`src/sv/pswg_pkg.sv`:
```
package pswg_pkg;

   // Datapath widths
   localparam int SUM_W  = 58;   // accumulator of the shared add/sub unit
   localparam int ERR_W  = 17;   // target - sample, sample difference
   localparam int INT_W  = 41;   // stored integral, within +/- (2^40 - 1)
   localparam int PRE_W  = 42;   // integral plus error * ticks before the guard
   localparam int DRV_W  = 50;   // sum after the Q8.8 shift
   localparam int CNT_W  = 4;    // 16 steps per multiply or divide

   // Configuration register indexes (byte address = 8 * index)
   localparam logic [2:0] REG_TARGET         = 3'd0;
   localparam logic [2:0] REG_GAIN_P         = 3'd1;
   localparam logic [2:0] REG_GAIN_I         = 3'd2;
   localparam logic [2:0] REG_GAIN_D         = 3'd3;
   localparam logic [2:0] REG_INTEGRAL_BAND  = 3'd4;
   localparam logic [2:0] REG_INTEGRAL_LIMIT = 3'd5;
   localparam logic [2:0] REG_DRIVE_LIMIT    = 3'd6;

   localparam logic [14:0] DRIVE_LIMIT_RESET = 15'h7fff;

   // Sequencer states
   typedef enum logic [3:0] {
      ST_IDLE,
      ST_ACC_MUL,    // integral += error * ticks, shift-add
      ST_INT_UPD,    // band / sign / limit guard on the integral
      ST_DIV,        // |sample difference| / ticks, restoring
      ST_DERIV,      // apply sign to the quotient
      ST_GAIN_P,     // sum += gain_p * error
      ST_GAIN_I,     // sum += gain_i * integral
      ST_GAIN_D,     // sum -= gain_d * derivative
      ST_ROUND,      // bias negative sums so the shift truncates toward zero
      ST_SAT         // shift, saturate, load the output register
   } state_type;

endpackage

```
`src/sv/pid_step_windup_guard_core.sv`:
```
// Channel   Dir  Handshake             Payload
// req_      in   tvalid/tready         tdata[15:0] sample, tdata[31:16] elapsed_ticks
// rsp_      out  tvalid/tready         tdata[15:0] drive, tuser saturated
// csr_      in   APB psel/penable      64-bit registers at byte address 8 * index
//
// A transaction is taken while the sequencer is idle, then one
// shared 58-bit add/sub unit runs four 16-step shift-add multiplies and one
// 16-step restoring divide, plus four more steps for the guard, sign,
// rounding and saturation.
// req_tready is high only while the sequencer is idle; a finished result sits
// in the output register, so the next transaction is taken while it waits.
// Synchronous active-high reset clears control state, config and state; the drive limit resets to 7fff.
module pid_step_windup_guard_core (
   input  logic        clock,
   input  logic        reset,
   // input stream
   input  logic        req_tvalid,
   output logic        req_tready,
   input  logic [31:0] req_tdata,    // [15:0] sample, [31:16] elapsed_ticks
   // result stream
   output logic        rsp_tvalid,
   input  logic        rsp_tready,
   output logic [15:0] rsp_tdata,    // [15:0] drive
   output logic        rsp_tuser,    // [0] saturated
   // register port
   input  logic        csr_psel,
   input  logic        csr_penable,
   input  logic        csr_pwrite,
   input  logic [5:0]  csr_paddr,
   input  logic [63:0] csr_pwdata,
   output logic [63:0] csr_prdata,
   output logic        csr_pready
);
   import pswg_pkg::*;

   // Configuration registers
   logic [15:0] target_ff;
   logic [15:0] gain_p_ff;
   logic [15:0] gain_i_ff;
   logic [15:0] gain_d_ff;
   logic [15:0] band_ff;
   logic [39:0] ilimit_ff;
   logic [14:0] dlimit_ff;

   // State and datapath registers
   state_type        state_ff, state_in;
   logic [INT_W-1:0] integral_ff, integral_in;
   logic [15:0]      prev_ff, prev_in;
   logic [ERR_W-1:0] error_ff, error_in;
   logic [ERR_W-1:0] diff_ff, diff_in;
   logic [ERR_W-1:0] deriv_ff, deriv_in;
   logic [15:0]      ticks_ff, ticks_in;
   logic [SUM_W-1:0] sum_ff, sum_in;
   logic [SUM_W-1:0] mcand_ff, mcand_in;
   logic [15:0]      mplier_ff, mplier_in;
   logic [15:0]      rem_ff, rem_in;
   logic [15:0]      num_ff, num_in;
   logic [CNT_W-1:0] cnt_ff, cnt_in;
   logic             rsp_valid_ff, rsp_valid_in;
   logic [15:0]      rsp_drive_ff, rsp_drive_in;
   logic             rsp_sat_ff, rsp_sat_in;

   // Shared add/sub unit
   logic [SUM_W-1:0] add_a, add_b, add_res;
   logic             add_sub;

   logic req_fire, csr_wr, step_last, out_free;
   logic [15:0] in_sample, in_ticks;

   assign in_sample  = req_tdata[15:0];
   assign in_ticks   = req_tdata[31:16];
   assign req_tready = (state_ff == ST_IDLE);
   assign req_fire   = req_tvalid && req_tready;
   assign step_last  = &cnt_ff;
   assign out_free   = !rsp_valid_ff || rsp_tready;

   assign add_res = add_a + (add_sub ? ~add_b : add_b) + {{(SUM_W-1){1'b0}}, add_sub};

   // Register port
   assign csr_pready = 1'b1;
   assign csr_wr     = csr_psel && csr_penable && csr_pwrite && csr_pready;

   always_comb begin
      unique case (csr_paddr[5:3])
         REG_TARGET:         csr_prdata = {48'd0, target_ff};
         REG_GAIN_P:         csr_prdata = {48'd0, gain_p_ff};
         REG_GAIN_I:         csr_prdata = {48'd0, gain_i_ff};
         REG_GAIN_D:         csr_prdata = {48'd0, gain_d_ff};
         REG_INTEGRAL_BAND:  csr_prdata = {48'd0, band_ff};
         REG_INTEGRAL_LIMIT: csr_prdata = {24'd0, ilimit_ff};
         REG_DRIVE_LIMIT:    csr_prdata = {49'd0, dlimit_ff};
         default:            csr_prdata = 64'd0;
      endcase
   end

   always_ff @(posedge clock) begin
      if (reset) begin
         target_ff <= '0;
         gain_p_ff <= '0;
         gain_i_ff <= '0;
         gain_d_ff <= '0;
         band_ff   <= '0;
         ilimit_ff <= '0;
         dlimit_ff <= DRIVE_LIMIT_RESET;
      end else if (csr_wr) begin
         unique case (csr_paddr[5:3])
            REG_TARGET:         target_ff <= csr_pwdata[15:0];
            REG_GAIN_P:         gain_p_ff <= csr_pwdata[15:0];
            REG_GAIN_I:         gain_i_ff <= csr_pwdata[15:0];
            REG_GAIN_D:         gain_d_ff <= csr_pwdata[15:0];
            REG_INTEGRAL_BAND:  band_ff   <= csr_pwdata[15:0];
            REG_INTEGRAL_LIMIT: ilimit_ff <= csr_pwdata[39:0];
            REG_DRIVE_LIMIT:    dlimit_ff <= csr_pwdata[14:0];
            default: ;
         endcase
      end
   end

   // Next state
   always_comb begin
      state_in = state_ff;
      unique case (state_ff)
         ST_IDLE:    if (req_fire) state_in = ST_ACC_MUL;
         ST_ACC_MUL: if (step_last) state_in = ST_INT_UPD;
         ST_INT_UPD: state_in = ST_DIV;
         ST_DIV:     if (step_last) state_in = ST_DERIV;
         ST_DERIV:   state_in = ST_GAIN_P;
         ST_GAIN_P:  if (step_last) state_in = ST_GAIN_I;
         ST_GAIN_I:  if (step_last) state_in = ST_GAIN_D;
         ST_GAIN_D:  if (step_last) state_in = ST_ROUND;
         ST_ROUND:   state_in = ST_SAT;
         ST_SAT:     if (out_free) state_in = ST_IDLE;
         default:    state_in = ST_IDLE;
      endcase
   end

   // Datapath control and next values
   logic [SUM_W-1:0] err_ext, int_ext, der_ext;
   logic [ERR_W-1:0] err_mag, quo_neg;
   logic [PRE_W-1:0] pre, lim_pos, lim_neg;
   logic             int_clear, int_hi, int_lo;
   logic [16:0]      div_shift;
   logic             div_ok;
   logic [DRV_W-1:0] drv, dlim_pos, dlim_neg;
   logic             drv_hi, drv_lo;

   assign err_ext  = {{(SUM_W-ERR_W){error_ff[ERR_W-1]}}, error_ff};
   assign int_ext  = {{(SUM_W-INT_W){integral_ff[INT_W-1]}}, integral_ff};
   assign der_ext  = {{(SUM_W-ERR_W){deriv_ff[ERR_W-1]}}, deriv_ff};
   assign err_mag  = error_ff[ERR_W-1] ? (~error_ff + 1'b1) : error_ff;
   assign quo_neg  = ~{1'b0, num_ff} + 1'b1;

   assign pre      = sum_ff[PRE_W-1:0];
   assign lim_pos  = {2'b00, ilimit_ff};
   assign lim_neg  = ~lim_pos + 1'b1;
   assign int_clear = (err_mag > {1'b0, band_ff}) || (error_ff == '0) ||
                      (pre == '0) || (pre[PRE_W-1] != error_ff[ERR_W-1]);
   assign int_hi   = $signed(pre) > $signed(lim_pos);
   assign int_lo   = $signed(pre) < $signed(lim_neg);

   assign div_shift = {rem_ff, num_ff[15]};
   assign div_ok    = !add_res[SUM_W-1];

   assign drv      = sum_ff[SUM_W-1:8];
   assign dlim_pos = {{(DRV_W-15){1'b0}}, dlimit_ff};
   assign dlim_neg = ~dlim_pos + 1'b1;
   assign drv_hi   = $signed(drv) > $signed(dlim_pos);
   assign drv_lo   = $signed(drv) < $signed(dlim_neg);

   // Shared unit operand select
   always_comb begin
      add_a   = sum_ff;
      add_b   = mcand_ff;
      add_sub = 1'b0;
      unique case (state_ff)
         ST_ACC_MUL, ST_GAIN_P, ST_GAIN_I, ST_GAIN_D: begin
            // gain bit 15 has negative weight
            add_sub = ((state_ff != ST_ACC_MUL) && step_last) ^
                      (state_ff == ST_GAIN_D);
         end
         ST_DIV: begin
            // trial subtract of the divisor
            add_a   = {{(SUM_W-17){1'b0}}, div_shift};
            add_b   = {{(SUM_W-16){1'b0}}, ticks_ff};
            add_sub = 1'b1;
         end
         ST_ROUND: begin
            add_b = sum_ff[SUM_W-1] ? SUM_W'(255) : '0;
         end
         default: ;
      endcase
   end

   always_comb begin
      integral_in  = integral_ff;
      prev_in      = prev_ff;
      error_in     = error_ff;
      diff_in      = diff_ff;
      deriv_in     = deriv_ff;
      ticks_in     = ticks_ff;
      sum_in       = sum_ff;
      mcand_in     = mcand_ff;
      mplier_in    = mplier_ff;
      rem_in       = rem_ff;
      num_in       = num_ff;
      cnt_in       = cnt_ff + 1'b1;
      rsp_drive_in = rsp_drive_ff;
      rsp_sat_in   = rsp_sat_ff;
      rsp_valid_in = rsp_valid_ff && !rsp_tready;

      unique case (state_ff)
         ST_IDLE: begin
            cnt_in = '0;
            // take the transaction, start integral += error * ticks
            if (req_fire) begin
               error_in  = {target_ff[15], target_ff} - {in_sample[15], in_sample};
               diff_in   = {in_sample[15], in_sample} - {prev_ff[15], prev_ff};
               prev_in   = in_sample;
               ticks_in  = in_ticks;
               sum_in    = int_ext;
               mcand_in  = {{(SUM_W-ERR_W){error_in[ERR_W-1]}}, error_in};
               mplier_in = in_ticks;
            end
         end
         ST_ACC_MUL, ST_GAIN_P, ST_GAIN_I, ST_GAIN_D: begin
            // one shift-add step
            if (mplier_ff[0]) sum_in = add_res;
            mcand_in  = mcand_ff << 1;
            mplier_in = mplier_ff >> 1;
            if (step_last) begin
               unique case (state_ff)
                  ST_GAIN_P: begin
                     mcand_in  = int_ext;
                     mplier_in = gain_i_ff;
                  end
                  ST_GAIN_I: begin
                     mcand_in  = der_ext;
                     mplier_in = gain_d_ff;
                  end
                  default: ;
               endcase
            end
         end
         ST_INT_UPD: begin
            // windup guard, then set up the divider
            priority if (int_clear) integral_in = '0;
            else if (int_hi)        integral_in = lim_pos[INT_W-1:0];
            else if (int_lo)        integral_in = lim_neg[INT_W-1:0];
            else                    integral_in = pre[INT_W-1:0];
            num_in = diff_ff[ERR_W-1] ? 16'(~diff_ff + 1'b1) : diff_ff[15:0];
            rem_in = '0;
            cnt_in = '0;
         end
         ST_DIV: begin
            // restoring step
            rem_in  = div_ok ? add_res[15:0] : div_shift[15:0];
            num_in  = {num_ff[14:0], div_ok};
         end
         ST_DERIV: begin
            // signed quotient, zero when ticks are zero; set up gain_p * error
            if (ticks_ff == '0)           deriv_in = '0;
            else if (diff_ff[ERR_W-1])    deriv_in = quo_neg;
            else                          deriv_in = {1'b0, num_ff};
            sum_in    = '0;
            mcand_in  = err_ext;
            mplier_in = gain_p_ff;
            cnt_in    = '0;
         end
         ST_ROUND: begin
            sum_in = add_res;
         end
         ST_SAT: begin
            if (out_free) begin
               rsp_valid_in = 1'b1;
               rsp_sat_in   = drv_hi || drv_lo;
               priority if (drv_hi) rsp_drive_in = dlim_pos[15:0];
               else if (drv_lo)     rsp_drive_in = dlim_neg[15:0];
               else                 rsp_drive_in = drv[15:0];
            end
         end
         default: ;
      endcase
   end

   // Control and state registers
   always_ff @(posedge clock) begin
      if (reset) begin
         state_ff     <= ST_IDLE;
         rsp_valid_ff <= 1'b0;
         integral_ff  <= '0;
         prev_ff      <= '0;
         cnt_ff       <= '0;
      end else begin
         state_ff     <= state_in;
         rsp_valid_ff <= rsp_valid_in;
         integral_ff  <= integral_in;
         prev_ff      <= prev_in;
         cnt_ff       <= cnt_in;
      end
   end

   // Payload registers
   always_ff @(posedge clock) begin
      error_ff     <= error_in;
      diff_ff      <= diff_in;
      deriv_ff     <= deriv_in;
      ticks_ff     <= ticks_in;
      sum_ff       <= sum_in;
      mcand_ff     <= mcand_in;
      mplier_ff    <= mplier_in;
      rem_ff       <= rem_in;
      num_ff       <= num_in;
      rsp_drive_ff <= rsp_drive_in;
      rsp_sat_ff   <= rsp_sat_in;
   end

   assign rsp_tvalid = rsp_valid_ff;
   assign rsp_tdata  = rsp_drive_ff;
   assign rsp_tuser  = rsp_sat_ff;

   // Checks
   a_accept_starts: assert property (@(posedge clock) disable iff (reset)
      req_fire |=> (state_ff == ST_ACC_MUL))
      else $error("accepted transaction did not start the multiply");

   a_zero_error_clears: assert property (@(posedge clock) disable iff (reset)
      (state_ff == ST_INT_UPD && error_ff == '0) |=> (integral_ff == '0))
      else $error("integral not cleared on zero error");

   a_zero_ticks_deriv: assert property (@(posedge clock) disable iff (reset)
      (state_ff == ST_DERIV && ticks_ff == '0) |=> (deriv_ff == '0))
      else $error("derivative not zero for zero ticks");

   a_sat_at_limit: assert property (@(posedge clock) disable iff (reset)
      (rsp_valid_ff && rsp_sat_ff) |->
         (rsp_drive_ff == {1'b0, dlimit_ff} ||
          rsp_drive_ff == (16'd0 - {1'b0, dlimit_ff})))
      else $error("saturated drive not at the limit");

   a_sat_waits: assert property (@(posedge clock) disable iff (reset)
      (state_ff == ST_SAT && rsp_valid_ff && !rsp_tready) |=> (state_ff == ST_SAT))
      else $error("result overwritten while the output register was full");

endmodule

```
`config.mk`:
```
export PLATFORM = sky130hd
export DESIGN_NAME = pid_step_windup_guard_core
export DESIGN_NICKNAME = d
export VERILOG_FILES = /design/src/sv/pswg_pkg.sv /design/src/sv/pid_step_windup_guard_core.sv
export SDC_FILE = /design/constraint.sdc
export NUM_CORES = 1
export LEC_CHECK = 0
export CORE_ASPECT_RATIO = 1.1
export CORE_UTILIZATION = 70
export DETAILED_ROUTE_END_ITERATION = 8
export DONT_BUFFER_PORTS = 1
export PLACE_DENSITY_LB_ADDON = 0.08
export SLEW_MARGIN = 20
export SYNTH_ARGS = -nofsm -noshare
export SYNTH_HDL_FRONTEND = slang
export SYNTH_SLANG_ARGS = --single-unit
```
`constraint.sdc`:
```
create_clock -name clock -period 9.7 [get_ports clock]
set_clock_uncertainty 0.1 [all_clocks]
set_input_delay 0.97 -clock clock [delete_from_list [all_inputs] [get_ports clock]]
set_output_delay 0.97 -clock clock [all_outputs]
set_load 0.02 [all_outputs]
```
### Word level (Yosys, flattened, before mapping)

Cells that the tools add are included.

* bitwise operators: 8
* reductions and logical operators: 37
* $lt $le $gt $ge: 5
* equality and inequality tests: 25
* muxes and demuxes: 38
* add/sub/neg operators: 10

Operator list (count)
* $mux 58: 6
* $pmux 40 s7: 1
* $pmux 58 s2: 2
* $pmux 58 s4: 1
* $pmux 58 s3: 1
* $mux 41: 3
* $mux 16: 6
* $pmux 16 s2: 3
* $add 58x1->58: 1
* $add 58x58->58: 1
* $not 58->58: 1
* $add 50x1->50 const B: 1
* $gt 50x16->1: 1
* $lt 50x50->1: 1
* $not 15->50: 1
* $pmux 16 s3: 1
* $add 42x1->42 const B: 1
* $gt 42x41->1: 1
* $logic_not 42->1: 1
* $lt 42x42->1: 1
* $not 40->42: 1
* $pmux 4 s10: 1
* $add 17x1->17 const B: 2
* $sub 16x16->17: 2
* 41 further kinds: 82

* logic and storage cells: 148
* register bits after elaboration: 449
* input port bits: 109

### Longest topological paths before layout

* depth in word-level cells: 9
* depth in mapped cells: 25
* mapped depth without buffers: 21

### Worst setup path before layout

OpenSTA, ideal clock, no wires.

* kind: input to register
* start point: input port req_tvalid
* end point: register sum_ff[0], enable pin
* setup time: 0.554 ns
* buffers on the path: 0
* arrival: 5.363 ns
* stages: 6
* data required time: 9.046 ns
* path slack: 3.683 ns
* path through: nor2_1 > nor2_1 > a21oi_1 > nor2_1 > a21oi_1 > o21ai_0

* word-level cells in the longest chain between the ends: 3

Ends and longest elaborated chain
* from (decl): RTL line pid_step_windup_guard_core.sv:17 `input logic req_tvalid,`
* $logic_and 1x1->1: RTL line pid_step_windup_guard_core.sv:73 `assign req_fire = req_tvalid && req_tready;`
* $ne 2x1->1 (no line)
* $reduce_and 3->1 (no line)
* to (signal assigned): RTL line pid_step_windup_guard_core.sv:308 `sum_ff <= sum_in;`
* to (decl): RTL line pid_step_windup_guard_core.sv:53 `logic [SUM_W-1:0] sum_ff, sum_in;`

No other way between the ends.
A chain may end at the register's enable or synchronous reset.

### Final worst setup path

* start point: register ilimit_ff[1]
* end point: register integral_ff[23]

* word-level cells in the longest chain between the ends: 6
* elaborated cells between the ends (all ways): 7
* classes of those cells: add/sub: 1; order compare: 2; mux: 3; bitwise: 1

Ends and longest elaborated chain
* from (decl): RTL line pid_step_windup_guard_core.sv:42 `logic [39:0] ilimit_ff;`
* from (signal assigned): RTL line pid_step_windup_guard_core.sv:112 `REG_INTEGRAL_LIMIT: ilimit_ff <= csr_pwdata[39:0];`
* $not 40->42: RTL line pid_step_windup_guard_core.sv:155 `assign lim_neg = ~lim_pos + 1'b1;`
* $add 42x1->42: RTL line pid_step_windup_guard_core.sv:155
* $lt 42x42->1: RTL line pid_step_windup_guard_core.sv:159 `assign int_lo = $signed(pre) < $signed(lim_neg);`
* $mux 41: RTL line pid_step_windup_guard_core.sv:248 `else if (int_lo) integral_in = lim_neg[INT_W-1:0];`
* $mux 41 (*): RTL line pid_step_windup_guard_core.sv:247 `else if (int_hi) integral_in = lim_pos[INT_W-1:0];`
* $mux 41 (*): RTL line pid_step_windup_guard_core.sv:246 `priority if (int_clear) integral_in = '0;`
* to (signal assigned): RTL line pid_step_windup_guard_core.sv:296 `integral_ff <= integral_in;`
* to (decl): RTL line pid_step_windup_guard_core.sv:47 `logic [INT_W-1:0] integral_ff, integral_in;`

Mark *: on every way between the ends. The rest lies on a longest branch, timed or not.

==> results.md <==
* # resized after CTS at 0
* Distinct cells, synth at just under 90
* Hold crit path type: in -> reg
* CTS tree: done
* 1st-pass router iterations at 8
* Final setup viols at 0
* PortBufs at 0
* Skew-Pair Late Insertion Delay at 0.62 ns
* Status: finished clean
* Final wirelength at 103000 um
* Initial antenna violation count at 1
* Drt wl/cell at 24.1 um
* Clk Tree Root Cell: clkbuf_16
* Critical path type: reg -> reg
* Slowest cell on the critical path: buf_4
* Fmax at 0.148 GHz
* Setup TNS at 0 ns
* Most used DFF post-synth: edfxtp_1
* Number of buffers created by CTS at 49
* Cells after synthesis at 3795
* Rows at a little over 80
* FFs w/ async S/R, synth at 0%
* Worst slew pin tran at 1.18 ns
* Crit-path max FO at 71
* Total track usage at 43.8%
* Fin area at 33700 um2
* Layout area overhead at 6.07%
* Dpl ws at about 3.3 ns
* Post-Syn Area per Cell at 8.36 um2
* H-tree depth at 2
* Via count of the routed design at 29336
* Overall power at 6770 uW
* Worst IR Drop VDD at 0.000158 V
* Post-synthesis sequential area ratio at 36.1%
* Worst EP arrival at 7.12 ns
* Post-synth EDFFs at 248
* CP dominant cell by count: nand3_1
* I/O Pins at 193
* Vias in the first global route at 27784
* Core area at 44600 um2
* Antenna-violating nets left at 0
* Die W at 205 um
* CTS Hold Bufs at 0
* First-pass GRT wire length at 155000 um
* Final worst path period share at 69.5%
* Highest-count cells in the layout ignoring fill and taps: nand2_1, a21oi_1, nor2_1
* Die area at 46200 um2
* Initial Util at roughly 71%
* Minimum clock period at 6.74 ns
* Post-Synthesis Cell Area at 31700 um2
* Filler instances at 3288
* Most common cell after layout, fill and taps aside: nand2_1
* Top Family by Delay on Critical Path: simple AND/OR/NAND/NOR gates
* Bufs and invs on worst path at 3
* Nets@finish at 4016
* Layout cell share with drive strength beyond 1 at 5.21%
* #FFs+latches synth at 449
* Die Ht at 225 um
* Worst Path Required at 10.08 ns
* Post-synth top area share at 23.5%
* Final core occ at around three quarters
* PnR worst setup slack at a little under 3 ns
* Rel. slew slack at a little over a fifth
* Worst setup SP type: flip-flop
* Placed Area at 31900 um2
* Largest area contributor in the netlist: edfxtp_1
* Detail Placement HPWL at 73000 um
* Largest net degree at the start of global routing at 160
* RSZ-0062 raised after global routing: no
* Synth Warn # at 0
* Drt drc at 0
* Remaining global-route overflow at 0
* Pins Over Slew Limit at 0
* PD cells at 201 nW/um2
* Post-CTS setup buffers at 0
* Fin. Hold Viols at 0
* Ranking of synthesized cells by area: edfxtp_1, dfxtp_1, ha_1
* Max Buffers Root-to-Sink at 3
* Drt initial violations at 3617
* Crit-path max cell delay at approximately 0.63 ns
* Sink Count at 449
* Crit path cell chain: inv_1, ha_1, and3_1, nand3_1, nor4_1, buf_4, nand3_1, or2_2, nor4_1, nand3_1, xnor2_1, ha_1, nand4_1, nor2_1, nand4_1, a211o_1, a31oi_1, a211oi_1, a21oi_4, buf_4, mux2i_1, nor2_1, or3_1
* Gp weighted congestion at 0.990
* DR vias/cell at around 6.9
* Crit. End Element: flip-flop
* Worst R2R Setup Slack at 2.96 ns
* Leak Pwr at 0.0133 uW
* Max Cap Viol at 0
* Clock slew at reported path FFs at around 0.060 ns
-- flip-flops by register name, summed over array words and instances (netlist names), 4 cells and up --
name,cells
mcand_ff,58
sum_ff,58
integral_ff,41
ilimit_ff,40
deriv_ff,17
diff_ff,17
error_ff,17
band_ff,16
gain_d_ff,16
gain_i_ff,16
gain_p_ff,16
mplier_ff,16
num_ff,16
prev_ff,16
rem_ff,16
rsp_tdata,16
target_ff,16
ticks_ff,16
dlimit_ff,15
cnt_ff,4
state_ff,4
-- layout make-up --
class	instances	area, um2	area share [%]
Sequential cell	449	11500	34.1
Clock buffer	67	1410	4.17
Antenna cell	3	7.51	0.0223
Clock inverter	25	367	1.09
Multi-Input combinational cell	2947	18800	55.9
Inverter	163	612	1.82
Timing Repair Buffer	33	248	0.736
Tap cell	581	727	2.16
-- metrics by stage --
stage                     std cells  hold WS (ns)
after CTS                      4265         0.310
after detailed placement       4173         0.341
after global placement         4173         0.328
after global routing           4265         0.321
final                          4268         0.323
after floorplan                3818         0.318
-- kinds of logic (layout without fill, tap and decap cells) --
logic type                 count (synthesis)  in the layout  synth area share (%)
AOI/OAI and AO/OA                       1126           1126                  21.5
buffers and inverters                    422            288                  5.36
DFF                                      449            449                  36.1
xor gates and xnor gates                 173            173                  4.83
and+or+nand+nor                         1252           1252                  18.0
adders and majority gates                264            264                  10.5
muxes                                    107            107                  3.70
other                                      2             28                0.0237
-- routing by layer --
metal  vias up  share of wire [%]  track usage (%)
li1      13315                  -                -
met1     13736                 36             50.6
met2      1792                 45             69.4
met3       493                9.5             8.78
met4         0                9.9             37.8
met5         -                  0                0
-- path summary, 6_finish.rpt --
path / start / cells past startpoint / end
worst max register to register: ilimit_ff[1]$_SDFFE_PP0P_ / 23 / integral_ff[23]$_SDFFE_PP0P_
worst min register to register: prev_ff[11]$_SDFFE_PP0P_ / 2 / prev_ff[11]$_SDFFE_PP0P_
worst min-delay path: reset / 1 / gain_p_ff[6]$_SDFFE_PP0P_
worst max-delay path: ilimit_ff[1]$_SDFFE_PP0P_ / 23 / integral_ff[23]$_SDFFE_PP0P_
-- power by group --
group          switching [uW]  leakage, uW  internal (uW)
registers                 252      0.00402           2240
logic                    1330      0.00837            875
clock network             842     0.000863           1230
-- synth_stat cells (all sizes together), types with 29 or more instances --
cell type / number
nand4: 59
xnor2: 118
a21o: 91
and2: 49
nor2: 296
or3: 29
nor4: 29
a21oi: 426
a22oi: 107
and3: 50
inv: 161
ha: 261
dfxtp: 201
nand3: 87
xor2: 55
nand2: 516
edfxtp: 248
buf: 50
clkbuf: 209
o21ai: 293
nor3: 50
mux2i: 81
-- worst register-to-register path: cells and delay by family, from the launching register on --
family	cells	cell delay, ns
buffers and inverters	3	0.98
muxes	1	0.32
and+or+nand+nor	12	2.97
AOI/OAI and AO/OA	4	1.10
adders and majority gates	2	0.57
DFF	1	0.37
xor gates and xnor gates	1	0.20
Note: power is estimated with default switching activity, not from simulation.
